## config.mk

```make
export PLATFORM = sky130hd
export DESIGN_NAME = balance_robot_cascade_control
export DESIGN_NICKNAME = d
export VERILOG_FILES = /design/src/design/brcc_pkg.sv /design/src/design/balance_robot_cascade_control.sv /design/src/design/brcc_cfg_regs.sv /design/src/design/brcc_datapath.sv /design/src/design/brcc_ctrl.sv
export SDC_FILE = /design/constraint.sdc
export NUM_CORES = 2
export LEC_CHECK = 0
export BUFFER_PORTS_ARGS = -buffer_cell sky130_fd_sc_hd__clkbuf_2
export CORE_UTILIZATION = 48
export DETAILED_ROUTE_END_ITERATION = 12
export HOLD_SLACK_MARGIN = 0.12
export PLACE_DENSITY_LB_ADDON = 0.25
export REMOVE_ABC_BUFFERS = 1
export SLEW_MARGIN = 20
export SYNTH_ARGS = -nofsm -noshare
export SYNTH_HDL_FRONTEND = slang
export SYNTH_SLANG_ARGS = --single-unit
```

## constraint.sdc

```tcl
create_clock -name clk -period 30.6 [get_ports clk]
set_clock_uncertainty 0.2 [all_clocks]
set_input_delay 6.12 -clock clk [delete_from_list [all_inputs] [get_ports clk]]
set_output_delay 6.12 -clock clk [all_outputs]
set_load 0.05 [all_outputs]
```

## src/design/brcc_pkg.sv

```systemverilog
// shared types, constants and register codes for the balancing robot controller
// no dependencies; imported by every module of the block
package brcc_pkg;

    // field widths
    localparam int ANGLE_W  = 17;
    localparam int GAIN_W   = 32;
    localparam int RATE_W   = 16;
    localparam int WHEEL_W  = 20;
    localparam int DUTY_W   = 13;
    localparam int CFG_IDX_W = 3;

    // internal widths
    localparam int ERR_W    = 19;
    localparam int FILT_W   = 22;
    localparam int INTEG_W  = 15;
    localparam int ISUM_W   = 23;
    localparam int MAG_W    = 24;
    localparam int MULB_W   = 25;
    localparam int PROD_W   = 57;
    localparam int ACC_W    = 58;
    localparam int TERM_W   = 42;
    localparam int UPR_W    = 34;
    localparam int BASE_W   = 44;
    localparam int CMD_W    = 14;
    localparam int STEP_W   = 4;

    // limits
    localparam int DUTY_LIMIT     = 7200;
    localparam int INTEGRAL_LIMIT = 8000;
    localparam int FALL_LIMIT     = 20480;

    // divide by five: multiply by ceil(2^26/5), keep bits above 26
    localparam logic signed [GAIN_W-1:0] RECIP5 = 32'sd13421773;
    localparam int RECIP_SHIFT = 26;

    // configuration register indexes
    localparam logic [CFG_IDX_W-1:0] REG_ZERO_ANGLE  = 3'd0;
    localparam logic [CFG_IDX_W-1:0] REG_ZERO_OFFSET = 3'd1;
    localparam logic [CFG_IDX_W-1:0] REG_ANGLE_KP    = 3'd2;
    localparam logic [CFG_IDX_W-1:0] REG_ANGLE_KD    = 3'd3;
    localparam logic [CFG_IDX_W-1:0] REG_SPEED_KP    = 3'd4;
    localparam logic [CFG_IDX_W-1:0] REG_SPEED_KI    = 3'd5;
    localparam logic [CFG_IDX_W-1:0] REG_TURN_KP     = 3'd6;
    localparam logic [CFG_IDX_W-1:0] REG_TURN_KD     = 3'd7;

    // configuration reset values
    localparam logic signed [ANGLE_W-1:0] RST_ZERO_ANGLE  = 17'sd1608;
    localparam logic signed [ANGLE_W-1:0] RST_ZERO_OFFSET = 17'sd0;
    localparam logic signed [GAIN_W-1:0]  RST_ANGLE_KP    = -32'sd40632320;
    localparam logic signed [GAIN_W-1:0]  RST_ANGLE_KD    = 32'sd110100;
    localparam logic signed [GAIN_W-1:0]  RST_SPEED_KP    = -32'sd1048576;
    localparam logic signed [GAIN_W-1:0]  RST_SPEED_KI    = -32'sd5243;
    localparam logic signed [GAIN_W-1:0]  RST_TURN_KP     = 32'sd65536;
    localparam logic signed [GAIN_W-1:0]  RST_TURN_KD     = 32'sd0;

    // multiplier operand selects
    localparam logic [2:0] MUL_AD   = 3'd0;
    localparam logic [2:0] MUL_AP   = 3'd1;
    localparam logic [2:0] MUL_TURN = 3'd2;
    localparam logic [2:0] MUL_R4F  = 3'd3;
    localparam logic [2:0] MUL_RX   = 3'd4;
    localparam logic [2:0] MUL_SP   = 3'd5;
    localparam logic [2:0] MUL_SI   = 3'd6;

    // accumulator operations
    localparam logic [1:0] ACC_HOLD = 2'd0;
    localparam logic [1:0] ACC_LOAD = 2'd1;
    localparam logic [1:0] ACC_ADD  = 2'd2;

    // configuration registers as seen by the datapath
    typedef struct packed {
        logic signed [ANGLE_W-1:0] zero_angle;
        logic signed [ANGLE_W-1:0] zero_offset;
        logic signed [GAIN_W-1:0]  angle_kp;
        logic signed [GAIN_W-1:0]  angle_kd;
        logic signed [GAIN_W-1:0]  speed_kp;
        logic signed [GAIN_W-1:0]  speed_ki;
        logic signed [GAIN_W-1:0]  turn_kp;
        logic signed [GAIN_W-1:0]  turn_kd;
    } brcc_cfg_t;

    // controller to datapath commands
    typedef struct packed {
        logic       load_in;
        logic       pre_en;
        logic       mul_en;
        logic [2:0] mul_sel;
        logic [1:0] acc_op;
        logic       acc_shift8;
        logic       upright_en;
        logic       turn_en;
        logic       a_en;
        logic       x_en;
        logic       filt_en;
        logic       integ_en;
        logic       integ_clr;
        logic       speed_en;
        logic       base_en;
        logic       cmd_en;
        logic       out_load;
    } brcc_cmd_t;

    // datapath to controller status
    typedef struct packed {
        logic slot_free;
    } brcc_status_t;

endpackage

```

## src/design/balance_robot_cascade_control.sv

```systemverilog
// top level of the two-wheel balancing robot cascade controller (PD upright, PI speed, turn)
// depends on brcc_pkg, brcc_cfg_regs, brcc_ctrl, brcc_datapath
//
// channel   direction  handshake              payload
// input     in         in_valid / in_stall    pitch_angle .. turn_target
// result    out        out_valid / out_stall  drive_a_duty .. fallen
// config    in         cfg_valid / cfg_ready  cfg_index, cfg_data
//
// an item is registered at its transfer; no new item is taken until its result is
// in the output register, as the single shared 32x25 multiplier steps through
// seven products, two of them dependent divide-by-five steps of the filter.
// reset clears the filter state, the integral and the control; gains return
// to their defaults. a result waits in the output register under out_stall while
// the next item is taken; the following one then holds at its last step.
module balance_robot_cascade_control
    import brcc_pkg::*;
(
    input  logic                       clk,
    input  logic                       rst_n,
    input  logic                       in_valid,
    output logic                       in_stall,
    input  logic signed [ANGLE_W-1:0]  pitch_angle,
    input  logic signed [RATE_W-1:0]   pitch_rate,
    input  logic signed [RATE_W-1:0]   yaw_rate,
    input  logic signed [WHEEL_W-1:0]  left_speed,
    input  logic signed [WHEEL_W-1:0]  right_speed,
    input  logic signed [RATE_W-1:0]   speed_target,
    input  logic signed [RATE_W-1:0]   turn_target,
    output logic                       out_valid,
    input  logic                       out_stall,
    output logic [DUTY_W-1:0]          drive_a_duty,
    output logic                       drive_a_forward,
    output logic [DUTY_W-1:0]          drive_b_duty,
    output logic                       drive_b_forward,
    output logic                       fallen,
    input  logic                       cfg_valid,
    output logic                       cfg_ready,
    input  logic [CFG_IDX_W-1:0]       cfg_index,
    input  logic [GAIN_W-1:0]          cfg_data
);

    brcc_cfg_t    cfg;
    brcc_cmd_t    cmd;
    brcc_status_t status;

    // configuration registers
    brcc_cfg_regs u_cfg (
        .clk       (clk),
        .rst_n     (rst_n),
        .cfg_valid (cfg_valid),
        .cfg_ready (cfg_ready),
        .cfg_index (cfg_index),
        .cfg_data  (cfg_data),
        .cfg       (cfg)
    );

    // sequencer
    brcc_ctrl u_ctrl (
        .clk      (clk),
        .rst_n    (rst_n),
        .in_valid (in_valid),
        .in_stall (in_stall),
        .status   (status),
        .cmd      (cmd)
    );

    // arithmetic and output register
    brcc_datapath u_dp (
        .clk             (clk),
        .rst_n           (rst_n),
        .cfg             (cfg),
        .cmd             (cmd),
        .status          (status),
        .pitch_angle     (pitch_angle),
        .pitch_rate      (pitch_rate),
        .yaw_rate        (yaw_rate),
        .left_speed      (left_speed),
        .right_speed     (right_speed),
        .speed_target    (speed_target),
        .turn_target     (turn_target),
        .out_stall       (out_stall),
        .out_valid       (out_valid),
        .drive_a_duty    (drive_a_duty),
        .drive_a_forward (drive_a_forward),
        .drive_b_duty    (drive_b_duty),
        .drive_b_forward (drive_b_forward),
        .fallen          (fallen)
    );

endmodule

```

## src/design/brcc_cfg_regs.sv

```systemverilog
// configuration register file of the balancing robot controller
// depends on brcc_pkg
module brcc_cfg_regs
    import brcc_pkg::*;
(
    input  logic                 clk,
    input  logic                 rst_n,
    input  logic                 cfg_valid,
    output logic                 cfg_ready,
    input  logic [CFG_IDX_W-1:0] cfg_index,
    input  logic [GAIN_W-1:0]    cfg_data,
    output brcc_cfg_t            cfg
);

    brcc_cfg_t cfg_reg;

    // writes are always taken
    assign cfg_ready = 1'b1;
    assign cfg      = cfg_reg;

    // register write on a transfer
    always_ff @(posedge clk or negedge rst_n)
    begin
        if (!rst_n)
        begin
            cfg_reg.zero_angle  <= RST_ZERO_ANGLE;
            cfg_reg.zero_offset <= RST_ZERO_OFFSET;
            cfg_reg.angle_kp    <= RST_ANGLE_KP;
            cfg_reg.angle_kd    <= RST_ANGLE_KD;
            cfg_reg.speed_kp    <= RST_SPEED_KP;
            cfg_reg.speed_ki    <= RST_SPEED_KI;
            cfg_reg.turn_kp     <= RST_TURN_KP;
            cfg_reg.turn_kd     <= RST_TURN_KD;
        end
        else if (cfg_valid && cfg_ready)
        begin
            case (cfg_index)
                REG_ZERO_ANGLE:  cfg_reg.zero_angle  <= signed'(cfg_data[ANGLE_W-1:0]);
                REG_ZERO_OFFSET: cfg_reg.zero_offset <= signed'(cfg_data[ANGLE_W-1:0]);
                REG_ANGLE_KP:    cfg_reg.angle_kp    <= signed'(cfg_data);
                REG_ANGLE_KD:    cfg_reg.angle_kd    <= signed'(cfg_data);
                REG_SPEED_KP:    cfg_reg.speed_kp    <= signed'(cfg_data);
                REG_SPEED_KI:    cfg_reg.speed_ki    <= signed'(cfg_data);
                REG_TURN_KP:     cfg_reg.turn_kp     <= signed'(cfg_data);
                REG_TURN_KD:     cfg_reg.turn_kd     <= signed'(cfg_data);
                default:         cfg_reg <= cfg_reg;
            endcase
        end
    end

endmodule

```

## src/design/brcc_datapath.sv

```systemverilog
// datapath: input capture, shared multiplier, accumulator, filter, integral, output register
// depends on brcc_pkg; driven by brcc_ctrl
module brcc_datapath
    import brcc_pkg::*;
(
    input  logic                       clk,
    input  logic                       rst_n,
    input  brcc_cfg_t                  cfg,
    input  brcc_cmd_t                  cmd,
    output brcc_status_t               status,
    input  logic signed [ANGLE_W-1:0]  pitch_angle,
    input  logic signed [RATE_W-1:0]   pitch_rate,
    input  logic signed [RATE_W-1:0]   yaw_rate,
    input  logic signed [WHEEL_W-1:0]  left_speed,
    input  logic signed [WHEEL_W-1:0]  right_speed,
    input  logic signed [RATE_W-1:0]   speed_target,
    input  logic signed [RATE_W-1:0]   turn_target,
    input  logic                       out_stall,
    output logic                       out_valid,
    output logic [DUTY_W-1:0]          drive_a_duty,
    output logic                       drive_a_forward,
    output logic [DUTY_W-1:0]          drive_b_duty,
    output logic                       drive_b_forward,
    output logic                       fallen
);

    // captured item
    logic signed [ANGLE_W-1:0] pitch_reg;
    logic signed [RATE_W-1:0]  prate_reg;
    logic signed [RATE_W-1:0]  yrate_reg;
    logic signed [WHEEL_W-1:0] lspd_reg;
    logic signed [WHEEL_W-1:0] rspd_reg;
    logic signed [RATE_W-1:0]  starget_reg;
    logic signed [RATE_W-1:0]  ttarget_reg;

    // working registers
    logic signed [ERR_W-1:0]   err_reg;
    logic signed [FILT_W-1:0]  lerr_reg;
    logic                      fallen_reg;
    logic [MAG_W-1:0]          fmag_reg;
    logic                      fneg_reg;
    logic signed [PROD_W-1:0]  prod_reg;
    logic signed [ACC_W-1:0]   acc_reg;
    logic signed [UPR_W-1:0]   upright_reg;
    logic signed [TERM_W-1:0]  turn_term_reg;
    logic signed [TERM_W-1:0]  speed_reg;
    logic signed [FILT_W-1:0]  a_reg;
    logic [MAG_W-1:0]          xmag_reg;
    logic                      xneg_reg;
    logic signed [BASE_W-1:0]  base_reg;
    logic signed [CMD_W-1:0]   cmd_a_reg;
    logic signed [CMD_W-1:0]   cmd_b_reg;

    // loop state
    logic signed [FILT_W-1:0]  filt_reg;
    logic signed [INTEG_W-1:0] integ_reg;

    // output register
    logic                      out_valid_reg;
    logic [DUTY_W-1:0]         duty_a_reg;
    logic                      fwd_a_reg;
    logic [DUTY_W-1:0]         duty_b_reg;
    logic                      fwd_b_reg;
    logic                      out_fallen_reg;

    // next values
    logic signed [ERR_W-1:0]   err_next;
    logic signed [FILT_W-1:0]  lerr_next;
    logic                      fallen_next;
    logic signed [MAG_W-1:0]   four_f;
    logic [MAG_W-1:0]          fmag_next;
    logic signed [GAIN_W-1:0]  mul_a;
    logic signed [MULB_W-1:0]  mul_b;
    logic signed [PROD_W-1:0]  prod_next;
    logic signed [ACC_W-1:0]   acc_in;
    logic signed [ACC_W-1:0]   acc_next;
    logic                      round16;
    logic                      round24;
    logic signed [TERM_W-1:0]  acc_q16;
    logic signed [UPR_W-1:0]   acc_q24;
    logic signed [FILT_W-1:0]  quot;
    logic signed [FILT_W-1:0]  a_next;
    logic signed [FILT_W-1:0]  filt_next;
    logic signed [MULB_W-1:0]  x_sum;
    logic [MAG_W-1:0]          xmag_next;
    logic signed [ISUM_W-1:0]  integ_sum;
    logic signed [INTEG_W-1:0] integ_next;
    logic signed [BASE_W-1:0]  base_next;
    logic signed [BASE_W-1:0]  sum_a;
    logic signed [BASE_W-1:0]  sum_b;
    logic signed [CMD_W-1:0]   cmd_a_next;
    logic signed [CMD_W-1:0]   cmd_b_next;
    logic signed [CMD_W-1:0]   abs_a;
    logic signed [CMD_W-1:0]   abs_b;
    logic                      out_valid_next;

    // saturate a wheel command to the duty limit, zero once fallen
    function automatic logic signed [CMD_W-1:0] clamp_duty(
        input logic signed [BASE_W-1:0] v,
        input logic                     down
    );
        logic signed [CMD_W-1:0] r;
        if (down)
            r = '0;
        else if (v > DUTY_LIMIT)
            r = CMD_W'(DUTY_LIMIT);
        else if (v < -DUTY_LIMIT)
            r = CMD_W'(-DUTY_LIMIT);
        else
            r = CMD_W'(v);
        return r;
    endfunction

    // pitch error, speed error, fall detect, magnitude of 4 * filtered error
    assign err_next    = ERR_W'(cfg.zero_angle) - ERR_W'(pitch_reg) + ERR_W'(cfg.zero_offset);
    assign lerr_next   = FILT_W'(lspd_reg) + FILT_W'(rspd_reg) - FILT_W'(starget_reg);
    assign fallen_next = (pitch_reg >= FALL_LIMIT) || (pitch_reg <= -FALL_LIMIT);
    assign four_f      = MAG_W'(filt_reg) <<< 2;
    assign fmag_next   = four_f[MAG_W-1] ? MAG_W'(-four_f) : MAG_W'(four_f);

    // shared multiplier operand select
    always_comb
    begin
        case (cmd.mul_sel)
            MUL_AD:
            begin
                mul_a = cfg.angle_kd;
                mul_b = MULB_W'(prate_reg);
            end
            MUL_AP:
            begin
                mul_a = cfg.angle_kp;
                mul_b = MULB_W'(err_reg);
            end
            MUL_TURN:
            begin
                if (ttarget_reg == '0)
                begin
                    mul_a = cfg.turn_kd;
                    mul_b = MULB_W'(yrate_reg);
                end
                else
                begin
                    mul_a = cfg.turn_kp;
                    mul_b = MULB_W'(ttarget_reg);
                end
            end
            MUL_R4F:
            begin
                mul_a = RECIP5;
                mul_b = signed'({1'b0, fmag_reg});
            end
            MUL_RX:
            begin
                mul_a = RECIP5;
                mul_b = signed'({1'b0, xmag_reg});
            end
            MUL_SP:
            begin
                mul_a = cfg.speed_kp;
                mul_b = MULB_W'(filt_reg);
            end
            MUL_SI:
            begin
                mul_a = cfg.speed_ki;
                mul_b = MULB_W'(integ_reg);
            end
            default:
            begin
                mul_a = '0;
                mul_b = '0;
            end
        endcase
    end

    assign prod_next = mul_a * mul_b;

    // accumulator, derivative product enters scaled by 256
    assign acc_in = cmd.acc_shift8 ? (ACC_W'(prod_reg) <<< 8) : ACC_W'(prod_reg);

    always_comb
    begin
        case (cmd.acc_op)
            ACC_LOAD: acc_next = acc_in;
            ACC_ADD:  acc_next = acc_reg + acc_in;
            default:  acc_next = acc_reg;
        endcase
    end

    // truncation toward zero of the accumulator by 2^16 and 2^24
    assign round16 = acc_reg[ACC_W-1] && (|acc_reg[15:0]);
    assign round24 = acc_reg[ACC_W-1] && (|acc_reg[23:0]);
    assign acc_q16 = TERM_W'(acc_reg >>> 16) + TERM_W'(signed'({1'b0, round16}));
    assign acc_q24 = UPR_W'(acc_reg >>> 24) + UPR_W'(signed'({1'b0, round24}));

    // quotient of a magnitude by five, sign restored afterwards
    assign quot      = signed'({1'b0, prod_reg[RECIP_SHIFT+FILT_W-2:RECIP_SHIFT]});
    assign a_next    = fneg_reg ? -quot : quot;
    assign filt_next = xneg_reg ? -quot : quot;

    // 5a + new speed error, as magnitude and sign
    assign x_sum     = (MULB_W'(a_reg) <<< 2) + MULB_W'(a_reg) + MULB_W'(lerr_reg);
    assign xmag_next = x_sum[MULB_W-1] ? MAG_W'(-x_sum) : MAG_W'(x_sum);

    // integral update with clamp
    assign integ_sum = ISUM_W'(integ_reg) + ISUM_W'(filt_reg);

    always_comb
    begin
        if (integ_sum > INTEGRAL_LIMIT)
            integ_next = INTEG_W'(INTEGRAL_LIMIT);
        else if (integ_sum < -INTEGRAL_LIMIT)
            integ_next = INTEG_W'(-INTEGRAL_LIMIT);
        else
            integ_next = INTEG_W'(integ_sum);
    end

    // wheel commands
    assign base_next  = BASE_W'(upright_reg) + BASE_W'(speed_reg);
    assign sum_a      = base_reg + BASE_W'(turn_term_reg);
    assign sum_b      = base_reg - BASE_W'(turn_term_reg);
    assign cmd_a_next = clamp_duty(sum_a, fallen_reg);
    assign cmd_b_next = clamp_duty(sum_b, fallen_reg);
    assign abs_a      = cmd_a_reg[CMD_W-1] ? -cmd_a_reg : cmd_a_reg;
    assign abs_b      = cmd_b_reg[CMD_W-1] ? -cmd_b_reg : cmd_b_reg;

    // output slot handshake
    assign status.slot_free = !out_valid_reg || !out_stall;

    always_comb
    begin
        if (cmd.out_load)
            out_valid_next = 1'b1;
        else if (!out_stall)
            out_valid_next = 1'b0;
        else
            out_valid_next = out_valid_reg;
    end

    // control and loop state
    always_ff @(posedge clk or negedge rst_n)
    begin
        if (!rst_n)
        begin
            out_valid_reg <= 1'b0;
            filt_reg      <= '0;
            integ_reg     <= '0;
        end
        else
        begin
            out_valid_reg <= out_valid_next;
            if (cmd.filt_en)
                filt_reg <= filt_next;
            if (cmd.integ_en)
                integ_reg <= integ_next;
            else if (cmd.integ_clr && fallen_reg)
                integ_reg <= '0;
        end
    end

    // payload registers
    always_ff @(posedge clk)
    begin
        if (cmd.load_in)
        begin
            pitch_reg   <= pitch_angle;
            prate_reg   <= pitch_rate;
            yrate_reg   <= yaw_rate;
            lspd_reg    <= left_speed;
            rspd_reg    <= right_speed;
            starget_reg <= speed_target;
            ttarget_reg <= turn_target;
        end
        if (cmd.pre_en)
        begin
            err_reg    <= err_next;
            lerr_reg   <= lerr_next;
            fallen_reg <= fallen_next;
            fmag_reg   <= fmag_next;
            fneg_reg   <= four_f[MAG_W-1];
        end
        if (cmd.mul_en)
            prod_reg <= prod_next;
        acc_reg <= acc_next;
        if (cmd.upright_en)
            upright_reg <= acc_q24;
        if (cmd.turn_en)
            turn_term_reg <= acc_q16;
        if (cmd.speed_en)
            speed_reg <= acc_q16;
        if (cmd.a_en)
            a_reg <= a_next;
        if (cmd.x_en)
        begin
            xmag_reg <= xmag_next;
            xneg_reg <= x_sum[MULB_W-1];
        end
        if (cmd.base_en)
            base_reg <= base_next;
        if (cmd.cmd_en)
        begin
            cmd_a_reg <= cmd_a_next;
            cmd_b_reg <= cmd_b_next;
        end
        if (cmd.out_load)
        begin
            duty_a_reg     <= abs_a[DUTY_W-1:0];
            fwd_a_reg      <= !cmd_a_reg[CMD_W-1];
            duty_b_reg     <= abs_b[DUTY_W-1:0];
            fwd_b_reg      <= cmd_b_reg[CMD_W-1];
            out_fallen_reg <= fallen_reg;
        end
    end

    assign out_valid       = out_valid_reg;
    assign drive_a_duty    = duty_a_reg;
    assign drive_a_forward = fwd_a_reg;
    assign drive_b_duty    = duty_b_reg;
    assign drive_b_forward = fwd_b_reg;
    assign fallen          = out_fallen_reg;

    // integral never leaves its clamp
    a_integ_range: assert property (@(posedge clk) disable iff (!rst_n)
        integ_reg <= INTEGRAL_LIMIT && integ_reg >= -INTEGRAL_LIMIT)
        else $error("speed integral out of range");

    // a fallen robot gets zero drive with the fixed direction bits
    a_fallen_zero: assert property (@(posedge clk) disable iff (!rst_n)
        out_valid_reg && out_fallen_reg |->
            drive_a_duty == '0 && drive_b_duty == '0 && fwd_a_reg && !fwd_b_reg)
        else $error("fallen result with nonzero drive");

    // duties respect the limit
    a_duty_limit: assert property (@(posedge clk) disable iff (!rst_n)
        out_valid_reg |-> duty_a_reg <= DUTY_LIMIT && duty_b_reg <= DUTY_LIMIT)
        else $error("duty above limit");

endmodule

```

## src/design/brcc_ctrl.sv

```systemverilog
// controller: sequences one item through the datapath over a fixed step list
// depends on brcc_pkg; commands brcc_datapath
module brcc_ctrl
    import brcc_pkg::*;
(
    input  logic         clk,
    input  logic         rst_n,
    input  logic         in_valid,
    output logic         in_stall,
    input  brcc_status_t status,
    output brcc_cmd_t    cmd
);

    localparam logic [1:0] ST_IDLE   = 2'd0;
    localparam logic [1:0] ST_RUN    = 2'd1;
    localparam logic [1:0] ST_FINISH = 2'd2;

    // step list
    localparam logic [STEP_W-1:0] STEP_PRE       = 4'd0;
    localparam logic [STEP_W-1:0] STEP_UPR_P     = 4'd1;
    localparam logic [STEP_W-1:0] STEP_TURN_MUL  = 4'd2;
    localparam logic [STEP_W-1:0] STEP_UPR_TAKE  = 4'd3;
    localparam logic [STEP_W-1:0] STEP_TURN_TAKE = 4'd4;
    localparam logic [STEP_W-1:0] STEP_X         = 4'd5;
    localparam logic [STEP_W-1:0] STEP_FILT_MUL  = 4'd6;
    localparam logic [STEP_W-1:0] STEP_FILT      = 4'd7;
    localparam logic [STEP_W-1:0] STEP_INTEG     = 4'd8;
    localparam logic [STEP_W-1:0] STEP_SPD_I     = 4'd9;
    localparam logic [STEP_W-1:0] STEP_SPD_ADD   = 4'd10;
    localparam logic [STEP_W-1:0] STEP_SPD_TAKE  = 4'd11;
    localparam logic [STEP_W-1:0] STEP_BASE      = 4'd12;
    localparam logic [STEP_W-1:0] STEP_CMD       = 4'd13;

    logic [1:0]        state_reg;
    logic [1:0]        state_next;
    logic [STEP_W-1:0] step_reg;
    logic [STEP_W-1:0] step_next;

    assign in_stall = (state_reg != ST_IDLE);

    // state and step sequencing
    always_comb
    begin
        state_next = state_reg;
        step_next  = step_reg;
        case (state_reg)
            ST_IDLE:
            begin
                if (in_valid)
                begin
                    state_next = ST_RUN;
                    step_next  = STEP_PRE;
                end
            end
            ST_RUN:
            begin
                if (step_reg == STEP_CMD)
                    state_next = ST_FINISH;
                else
                    step_next = step_reg + 1'b1;
            end
            ST_FINISH:
            begin
                if (status.slot_free)
                    state_next = ST_IDLE;
            end
            default:
            begin
                state_next = ST_IDLE;
            end
        endcase
    end

    // command decode
    always_comb
    begin
        cmd         = '0;
        cmd.mul_sel = MUL_AD;
        cmd.acc_op  = ACC_HOLD;
        case (state_reg)
            ST_IDLE:
            begin
                cmd.load_in = in_valid;
            end
            ST_RUN:
            begin
                case (step_reg)
                    STEP_PRE:
                    begin
                        cmd.pre_en  = 1'b1;
                        cmd.mul_en  = 1'b1;
                        cmd.mul_sel = MUL_AD;
                    end
                    STEP_UPR_P:
                    begin
                        cmd.mul_en     = 1'b1;
                        cmd.mul_sel    = MUL_AP;
                        cmd.acc_op     = ACC_LOAD;
                        cmd.acc_shift8 = 1'b1;
                    end
                    STEP_TURN_MUL:
                    begin
                        cmd.mul_en  = 1'b1;
                        cmd.mul_sel = MUL_TURN;
                        cmd.acc_op  = ACC_ADD;
                    end
                    STEP_UPR_TAKE:
                    begin
                        cmd.upright_en = 1'b1;
                        cmd.acc_op     = ACC_LOAD;
                        cmd.mul_en     = 1'b1;
                        cmd.mul_sel    = MUL_R4F;
                    end
                    STEP_TURN_TAKE:
                    begin
                        cmd.turn_en = 1'b1;
                        cmd.a_en    = 1'b1;
                    end
                    STEP_X:
                    begin
                        cmd.x_en = 1'b1;
                    end
                    STEP_FILT_MUL:
                    begin
                        cmd.mul_en  = 1'b1;
                        cmd.mul_sel = MUL_RX;
                    end
                    STEP_FILT:
                    begin
                        cmd.filt_en = 1'b1;
                    end
                    STEP_INTEG:
                    begin
                        cmd.integ_en = 1'b1;
                        cmd.mul_en   = 1'b1;
                        cmd.mul_sel  = MUL_SP;
                    end
                    STEP_SPD_I:
                    begin
                        cmd.mul_en  = 1'b1;
                        cmd.mul_sel = MUL_SI;
                        cmd.acc_op  = ACC_LOAD;
                    end
                    STEP_SPD_ADD:
                    begin
                        cmd.acc_op    = ACC_ADD;
                        cmd.integ_clr = 1'b1;
                    end
                    STEP_SPD_TAKE:
                    begin
                        cmd.speed_en = 1'b1;
                    end
                    STEP_BASE:
                    begin
                        cmd.base_en = 1'b1;
                    end
                    STEP_CMD:
                    begin
                        cmd.cmd_en = 1'b1;
                    end
                    default:
                    begin
                        cmd.acc_op = ACC_HOLD;
                    end
                endcase
            end
            ST_FINISH:
            begin
                cmd.out_load = status.slot_free;
            end
            default:
            begin
                cmd.acc_op = ACC_HOLD;
            end
        endcase
    end

    always_ff @(posedge clk or negedge rst_n)
    begin
        if (!rst_n)
        begin
            state_reg <= ST_IDLE;
            step_reg  <= '0;
        end
        else
        begin
            state_reg <= state_next;
            step_reg  <= step_next;
        end
    end

    // an accepted item starts at the first step
    a_start: assert property (@(posedge clk) disable iff (!rst_n)
        cmd.load_in |=> state_reg == ST_RUN && step_reg == STEP_PRE)
        else $error("item accepted without starting the sequence");

    // a finished result waits while the output slot is taken
    a_hold_finish: assert property (@(posedge clk) disable iff (!rst_n)
        state_reg == ST_FINISH && !status.slot_free |=> state_reg == ST_FINISH && !cmd.load_in)
        else $error("finished result dropped");

endmodule
```

Word-level counts from Yosys, hierarchy flattened

Cells that the tools add are included.

Memories kept: 0
Logic and storage cells: 193
Bits in writable memories: 0
Bits in registers: 839
Input bits: 161
Bits in latches: 0
Bits in read-only memories: 0
Output and inout port bits: 32

Bitwise logic cells: 0
Multiplexer cells: 47
Shift operators: 0
Order comparisons: 8
Add/subtract/negate cells: 19
Equality and inequality tests: 35
Div/mod/pow operators: 0
Reductions and logical operators: 36
Multipliers: 1

Operators with widths:

| operator                                                        | count |
|---|---|
| one-hot mux 32 bit (6 select lines)                             | 1 |
| one-hot mux 25 bit (7 select lines)                             | 1 |
| one-hot mux 58 bit (2 select lines)                             | 1 |
| greater-than comparator 44 x 14 -> 1 bit, second input constant | 2 |
| less-than comparator 44 x 14 -> 1 bit, second input constant    | 2 |
| two-way mux 15 bit                                              | 4 |
| adder 58 bit                                                    | 1 |
| two-way mux 58 bit                                              | 1 |
| multiplier 32 x 25 -> 57 bit                                    | 1 |
| two-way mux 13 bit                                              | 4 |
| negator 24 bit                                                  | 2 |
| adder 44 x 42 -> 44 bit                                         | 1 |
| subtractor 44 x 42 -> 44 bit                                    | 1 |
| adder 34 x 42 -> 43 bit                                         | 1 |
| adder 42 x 2 -> 42 bit                                          | 1 |
| adder 34 x 2 -> 34 bit                                          | 1 |
| two-way mux 32 bit                                              | 1 |
| two-way mux 14 bit                                              | 2 |
| one-hot mux 4 bit (7 select lines)                              | 1 |
| negator 13 bit                                                  | 2 |
| adder 24 x 22 -> 25 bit                                         | 1 |
| adder 25 x 22 -> 25 bit                                         | 1 |
| two-way mux 25 bit                                              | 1 |
| == test 4 bit, second input constant                            | 6 |
| 47 further kinds                                                | 106 |

Depth between registers and ports, before layout

Depth after elaboration: 7
Depth in mapped cells: 43

Cells and area by module

A second synthesis with hierarchy kept.

Cells, all modules: 7,849
Area, all modules: 78,499.0 sq um

Modules (own cells, without submodules):

| module        | times used | cells an instance | area an instance (sq um) |
|---|---|---|---|
| brcc_datapath | 1          | 7,285             | 69,360.3 |
| brcc_cfg_regs | 1          | 489               | 8,585.7 |
| brcc_ctrl     | 1          | 75                | 553.0 |

Worst setup path before layout

Ideal clock, no wire load.

Kind: input to register
From: input in_valid
To: register u_ctrl.step_reg[0]
Path buffers: 0
Library setup time: 128 ps
Arrival: 11,930 ps
Setup slack: 18,342 ps
Stages on the path: 4
Cell sequence: inv_1 > nor2_1 > or2_2 > o21ai_0

Word-level cells in the longest chain between the ends: 2

RTL lines:

| item                          | line                                | source |
|---|---|---|
| start: declaration            | balance_robot_cascade_control.sv:20 | `input logic in_valid,` |
| != test 2 bit (no line)       | --                                  |  |
| AND reduction 3 bit (no line) | --                                  |  |
| end signal: assignment        | brcc_ctrl.sv:188                    | `step_reg <= step_next;` |
| end: declaration              | brcc_ctrl.sv:36                     | `logic [STEP_W-1:0] step_reg;` |

No other way between the ends.
A chain may end at the register's enable or synchronous reset.

Worst setup path in the final report

From: register u_ctrl.step_reg[0]
To: register u_dp.prod_reg[55] (data pin)

Word-level cells in the longest chain between the ends: 7

RTL lines:

| item                                                           | line                 | source |
|---|---|---|
| == test 4 bit (tied with other cells)                          | brcc_ctrl.sv:87      | `case (step_reg)` |
| one-hot mux 4 bit (7 select lines) *                           | brcc_ctrl.sv:87      |  |
| two-way mux 5 bit *                                            | brcc_ctrl.sv:80      | `case (state_reg)` |
| == test 3 x 2 -> 1 bit / == test 3 bit (equally long branches) | brcc_datapath.sv:124 | `case (cmd.mul_sel)` |
| OR reduction 2 bit (no line)                                   | --                   |  |
| one-hot mux 32 bit (6 select lines)                            | brcc_datapath.sv:124 |  |
| multiplier 32 x 25 -> 57 bit *                                 | brcc_datapath.sv:176 | `assign prod_next = mul_a * mul_b;` |
| net u_dp.prod_next[55]                                         | brcc_datapath.sv:74  | `logic signed [PROD_W-1:0] prod_next;` |
| end signal: assignment                                         | brcc_datapath.sv:283 | `prod_reg <= prod_next;` |
| end: declaration                                               | brcc_datapath.sv:42  | `logic signed [PROD_W-1:0] prod_reg;` |

Mark *: on every way through the listed nets, which the timed path passes. The rest lies on a longest branch.

==> results.md <==
Status:
- The run finished, with violations left.
- The final reports fail on design-rule violations.

STA:
- The max-slew violation count was 0.
- Setup repair after global routing left no endpoint under its margin.
- The worst slew margin relative to its limit is roughly 23%.
- Dividing the final minimum period by the clock period gives between 40 and 50%.
- Setup violations remaining at the end of the flow were counted as 0.
- The smallest clock period supported by the final layout is computed as 12.55 ns.
- The total negative setup slack is 0 ns.
- The number of hold violations in the final report was 0.
- At the pin with the least slew margin, the transition time is 1.13 ns.
- Derived from the worst setup path, the maximum achievable clock frequency is ~0.080 GHz.

Run:
- The max-cap violation count is 0.

Synth:
- The post-synthesis cell count is approximately 8000.
- The fraction of registers with async set/reset is around 32%.
- The cell accounting for the most synthesized area is sky130_fd_sc_hd__fa_1.
- The number of different library cells in the post-synthesis netlist is 99.
- The sequential share of the synthesized area is between 20% and 30%.
- By area the synthesized netlist is led by sky130_fd_sc_hd__fa_1 22%, sky130_fd_sc_hd__edfxtp_1 21%, sky130_fd_sc_hd__ha_1 6.9%, sky130_fd_sc_hd__dfrtp_1 6.6%, sky130_fd_sc_hd__inv_1 5.7%.
- Yosys mapped a number of flops with a built-in enable equal to ~570.
- The flip-flop cell with the highest count after synthesis is sky130_fd_sc_hd__edfxtp_1.
- Counting flops and latches in the post-synthesis netlist gives roughly 840.
- In this run the cell area of the synthesized design comes to between 70000 and 80000 um2.
- Yosys printed 0 warnings.
- The synthesized area per cell is about 9.8 um2.
- The portion of synthesized cell area occupied by the leading cell type is between 20% and 30%.

Global routing:
- The total overflow left after global routing is 0.
- The via count of the first global-routing pass is 62800.
- The wire length of the first global-routing pass is 374 mm.
- The initial antenna violation count is 8.
- In the global route stage, overall resource usage came out at between 20% and 30%.
- Entering global routing, the biggest net connects 150 pins.

Placement:
- The global placer's final weighted congestion is roughly 0.99.
- In this run the tool buffered the top-level ports with 191 buffer cells.
- The placed wire-length estimate after detailed placement is roughly 190 mm.
- Once placement completed, the tool counted placed cells totaling about 10000.

Critical path:
- The terminus of the critical flop-to-flop path is u_dp.prod_reg[55].
- The critical path runs through a total of 38 cells.
- The critical path's top delay family is adder cells.
- The critical path is of the register to register type.
- The depth of the most critical reg-to-reg path is 38.
- The type of element launching the critical path is a register.
- The register-to-register setup slack is around 18 ns.
- The category of the worst setup path capture point is a register.
- The most critical setup path has its endpoint at u_dp.prod_reg[55].
- The buffering stage count on the worst path with inverters included is 8.
- The endpoint required time on the critical path is about 31 ns.
- Counting stages on the worst path, the most repeated cell is sky130_fd_sc_hd__fa_1.
- The cell at the slowest stage of the critical path is sky130_fd_sc_hd__a221o_1.
- The peak per-stage delay on the critical path is slightly below 0.9 ns.
- Of all nets on the critical path, the largest fanout is slightly above 60.
- The worst register-to-register path begins at u_ctrl.step_reg[0].
- Tracing the worst setup path back leads to its startpoint at u_ctrl.step_reg[0].
- The endpoint arrival time on the critical path is approximately 13 ns.

Detailed routing:
- The length of the first detailed-routing pass in iterations is 12.
- The post-route DRC violation count is 28.
- The detailed router finished its first iteration with between 4000 and 5000 violations.
- The average wire per cell in the routed design is ~23 um.
- The routed layout has between 60000 and 70000 vias.
- The number of vias per cell is between 5 and 6.
- Wires add up to approximately 240 mm.
- The antenna violation net count after detailed routing is 0.

Die:
- between 150 and 200 I/O pins were placed.
- The initial cell density of the core is about half.
- The die covers 168000 um2.
- After floorplanning, the core was sized to cover about 160000 um2.
- In this run the horizontal extent of the chip is ~400 um.
- The floorplan step set the die height to 410 um.
- After floorplanning, the core was divided into roughly 150 placement rows.

Clock network:
- The H-tree was split into 3 levels.
- The root buffer cell chosen for the clock tree is sky130_fd_sc_hd__clkbuf_16.
- The CTS buffer count is 94.
- The deepest clock path buffer count is 3.
- The post-CTS resize count is 0.
- The clock slew seen by the registers of the worst setup and hold paths is ~0.060 ns.
- Clock latency on the worst-skew pair, taken at its later pin, is ~0.74 ns.
- The total clock sinks is around 840.
- After clock tree synthesis, the flow added hold-fix buffers numbering 0.
- TritonCTS built the clock tree.
- The number of post-CTS setup repair buffers is 0.

Cells and area:
- The repair_antennas step left the layout with diodes totalling 0.
- The register with the most flip-flops in the layout has roughly 230 of them.
- Excluding fillers, the count of instances in the completed layout stands at approximately 10000.
- The most frequent standard cell in the layout excluding fill and tap cells is sky130_fd_sc_hd__inv_1.
- The number of nets at the end of the flow is just under 10000.
- Of the cells placed in the final design, the portion with a size suffix greater than 1 is a little over a tenth.
- Counting the fill cells in the layout gives between 10000 and 15000.
- Compared with the post-synthesis result, the final layout area differs by 8.55%.
- The top cell types in the final layout, fill and taps aside, are 1219 x sky130_fd_sc_hd__inv_1, 883 x sky130_fd_sc_hd__fa_1, 868 x sky130_fd_sc_hd__nand2_1, 684 x sky130_fd_sc_hd__nor2_1, 566 x sky130_fd_sc_hd__edfxtp_1.

Worst hold path:
- The worst hold path begins at u_dp.cmd_a_reg[0].
- The worst hold-check path type is register to register.
-- metal layers --
layer | track usage (%) | vias to the layer above | wire length (um)
li1 | - | 27400 | -
met1 | 37.7 | 30600 | 99000
met2 | 47.9 | 2199 | 114000
met3 | 5.14 | 508 | 17600
met4 | 12.3 | 8 | 11100
met5 | 0 | - | 49
-- per-stage QoR --
step           hold slack [ns]  cell area [um2]  setup WS [ns]  util (%)
4_1_cts                  0.289            86700          18.00      52.5
5_1_grt                  0.301            86700          17.37      52.5
2_1_floorplan            0.253            78600          15.27         -
3_3_place_gp             0.279            83400          18.20      50.5
3_5_place_dp             0.276            83400          18.05      50.5
6_report                 0.284            86700          18.05      52.5
-- logic make-up (layout without fill, tap and decap cells) --
logic type      Yosys count  count (layout)  share of synthesized area [%]
mux                     274             274                           3.83
compound gates         1430            1430                           12.1
xor+xnor                437             437                           4.79
simple gates           2291            2291                           13.0
fa+ha+maj              1325            1325                           29.1
other cells               1               1                        0.00470
flops                   836             836                           29.8
buf+inv                1569            1699                           7.40
-- cell type report --
class,instances,area [um2],area share [%]
clock buffers,120,2570,2.97
clock inverters,55,713,0.823
inverters,1227,4610,5.31
multi-input cells,5758,50400,58.2
flip-flops and latches,836,23800,27.5
well taps,2189,2740,3.16
repair buffers,297,1790,2.07
-- synth_stat cells (46+ instances only) --
cell                          n
sky130_fd_sc_hd__nand2_1    868
sky130_fd_sc_hd__xnor2_1    311
sky130_fd_sc_hd__dfrtp_1    210
sky130_fd_sc_hd__nor3_1      95
sky130_fd_sc_hd__clkbuf_1   307
sky130_fd_sc_hd__a21oi_1    395
sky130_fd_sc_hd__edfxtp_1   566
sky130_fd_sc_hd__nand3_1    110
sky130_fd_sc_hd__fa_1       883
sky130_fd_sc_hd__nor2b_1     59
sky130_fd_sc_hd__or3_1       46
sky130_fd_sc_hd__nor4_1      49
sky130_fd_sc_hd__mux2_2     253
sky130_fd_sc_hd__and2_1      51
sky130_fd_sc_hd__nor2_1     693
sky130_fd_sc_hd__a21o_1     129
sky130_fd_sc_hd__and3_1      53
sky130_fd_sc_hd__nand4_1     71
sky130_fd_sc_hd__inv_1     1220
sky130_fd_sc_hd__nand2b_1    69
sky130_fd_sc_hd__dfstp_2     60
sky130_fd_sc_hd__o211ai_1    56
sky130_fd_sc_hd__o21a_1      71
sky130_fd_sc_hd__a211oi_1    51
sky130_fd_sc_hd__xor2_1     126
sky130_fd_sc_hd__ha_1       442
sky130_fd_sc_hd__o21ai_0    225
-- worst min path at each step --
stage | to | slack, ns | cells after the start
after global routing | u_dp.drive_a_duty[0] | 0.30 | 0
after floorplan | u_dp.drive_b_duty[0] | 0.25 | 0
after detailed placement | u_dp.drive_a_duty[0] | 0.28 | 0
after global placement | u_dp.drive_a_duty[0] | 0.28 | 0
after CTS | u_dp.drive_a_duty[0] | 0.29 | 0
final | u_dp.drive_a_duty[0] | 0.28 | 0
Power is not shown: default switching activity piles up to over one toggle a cycle in this logic, so the estimate is an artifact.
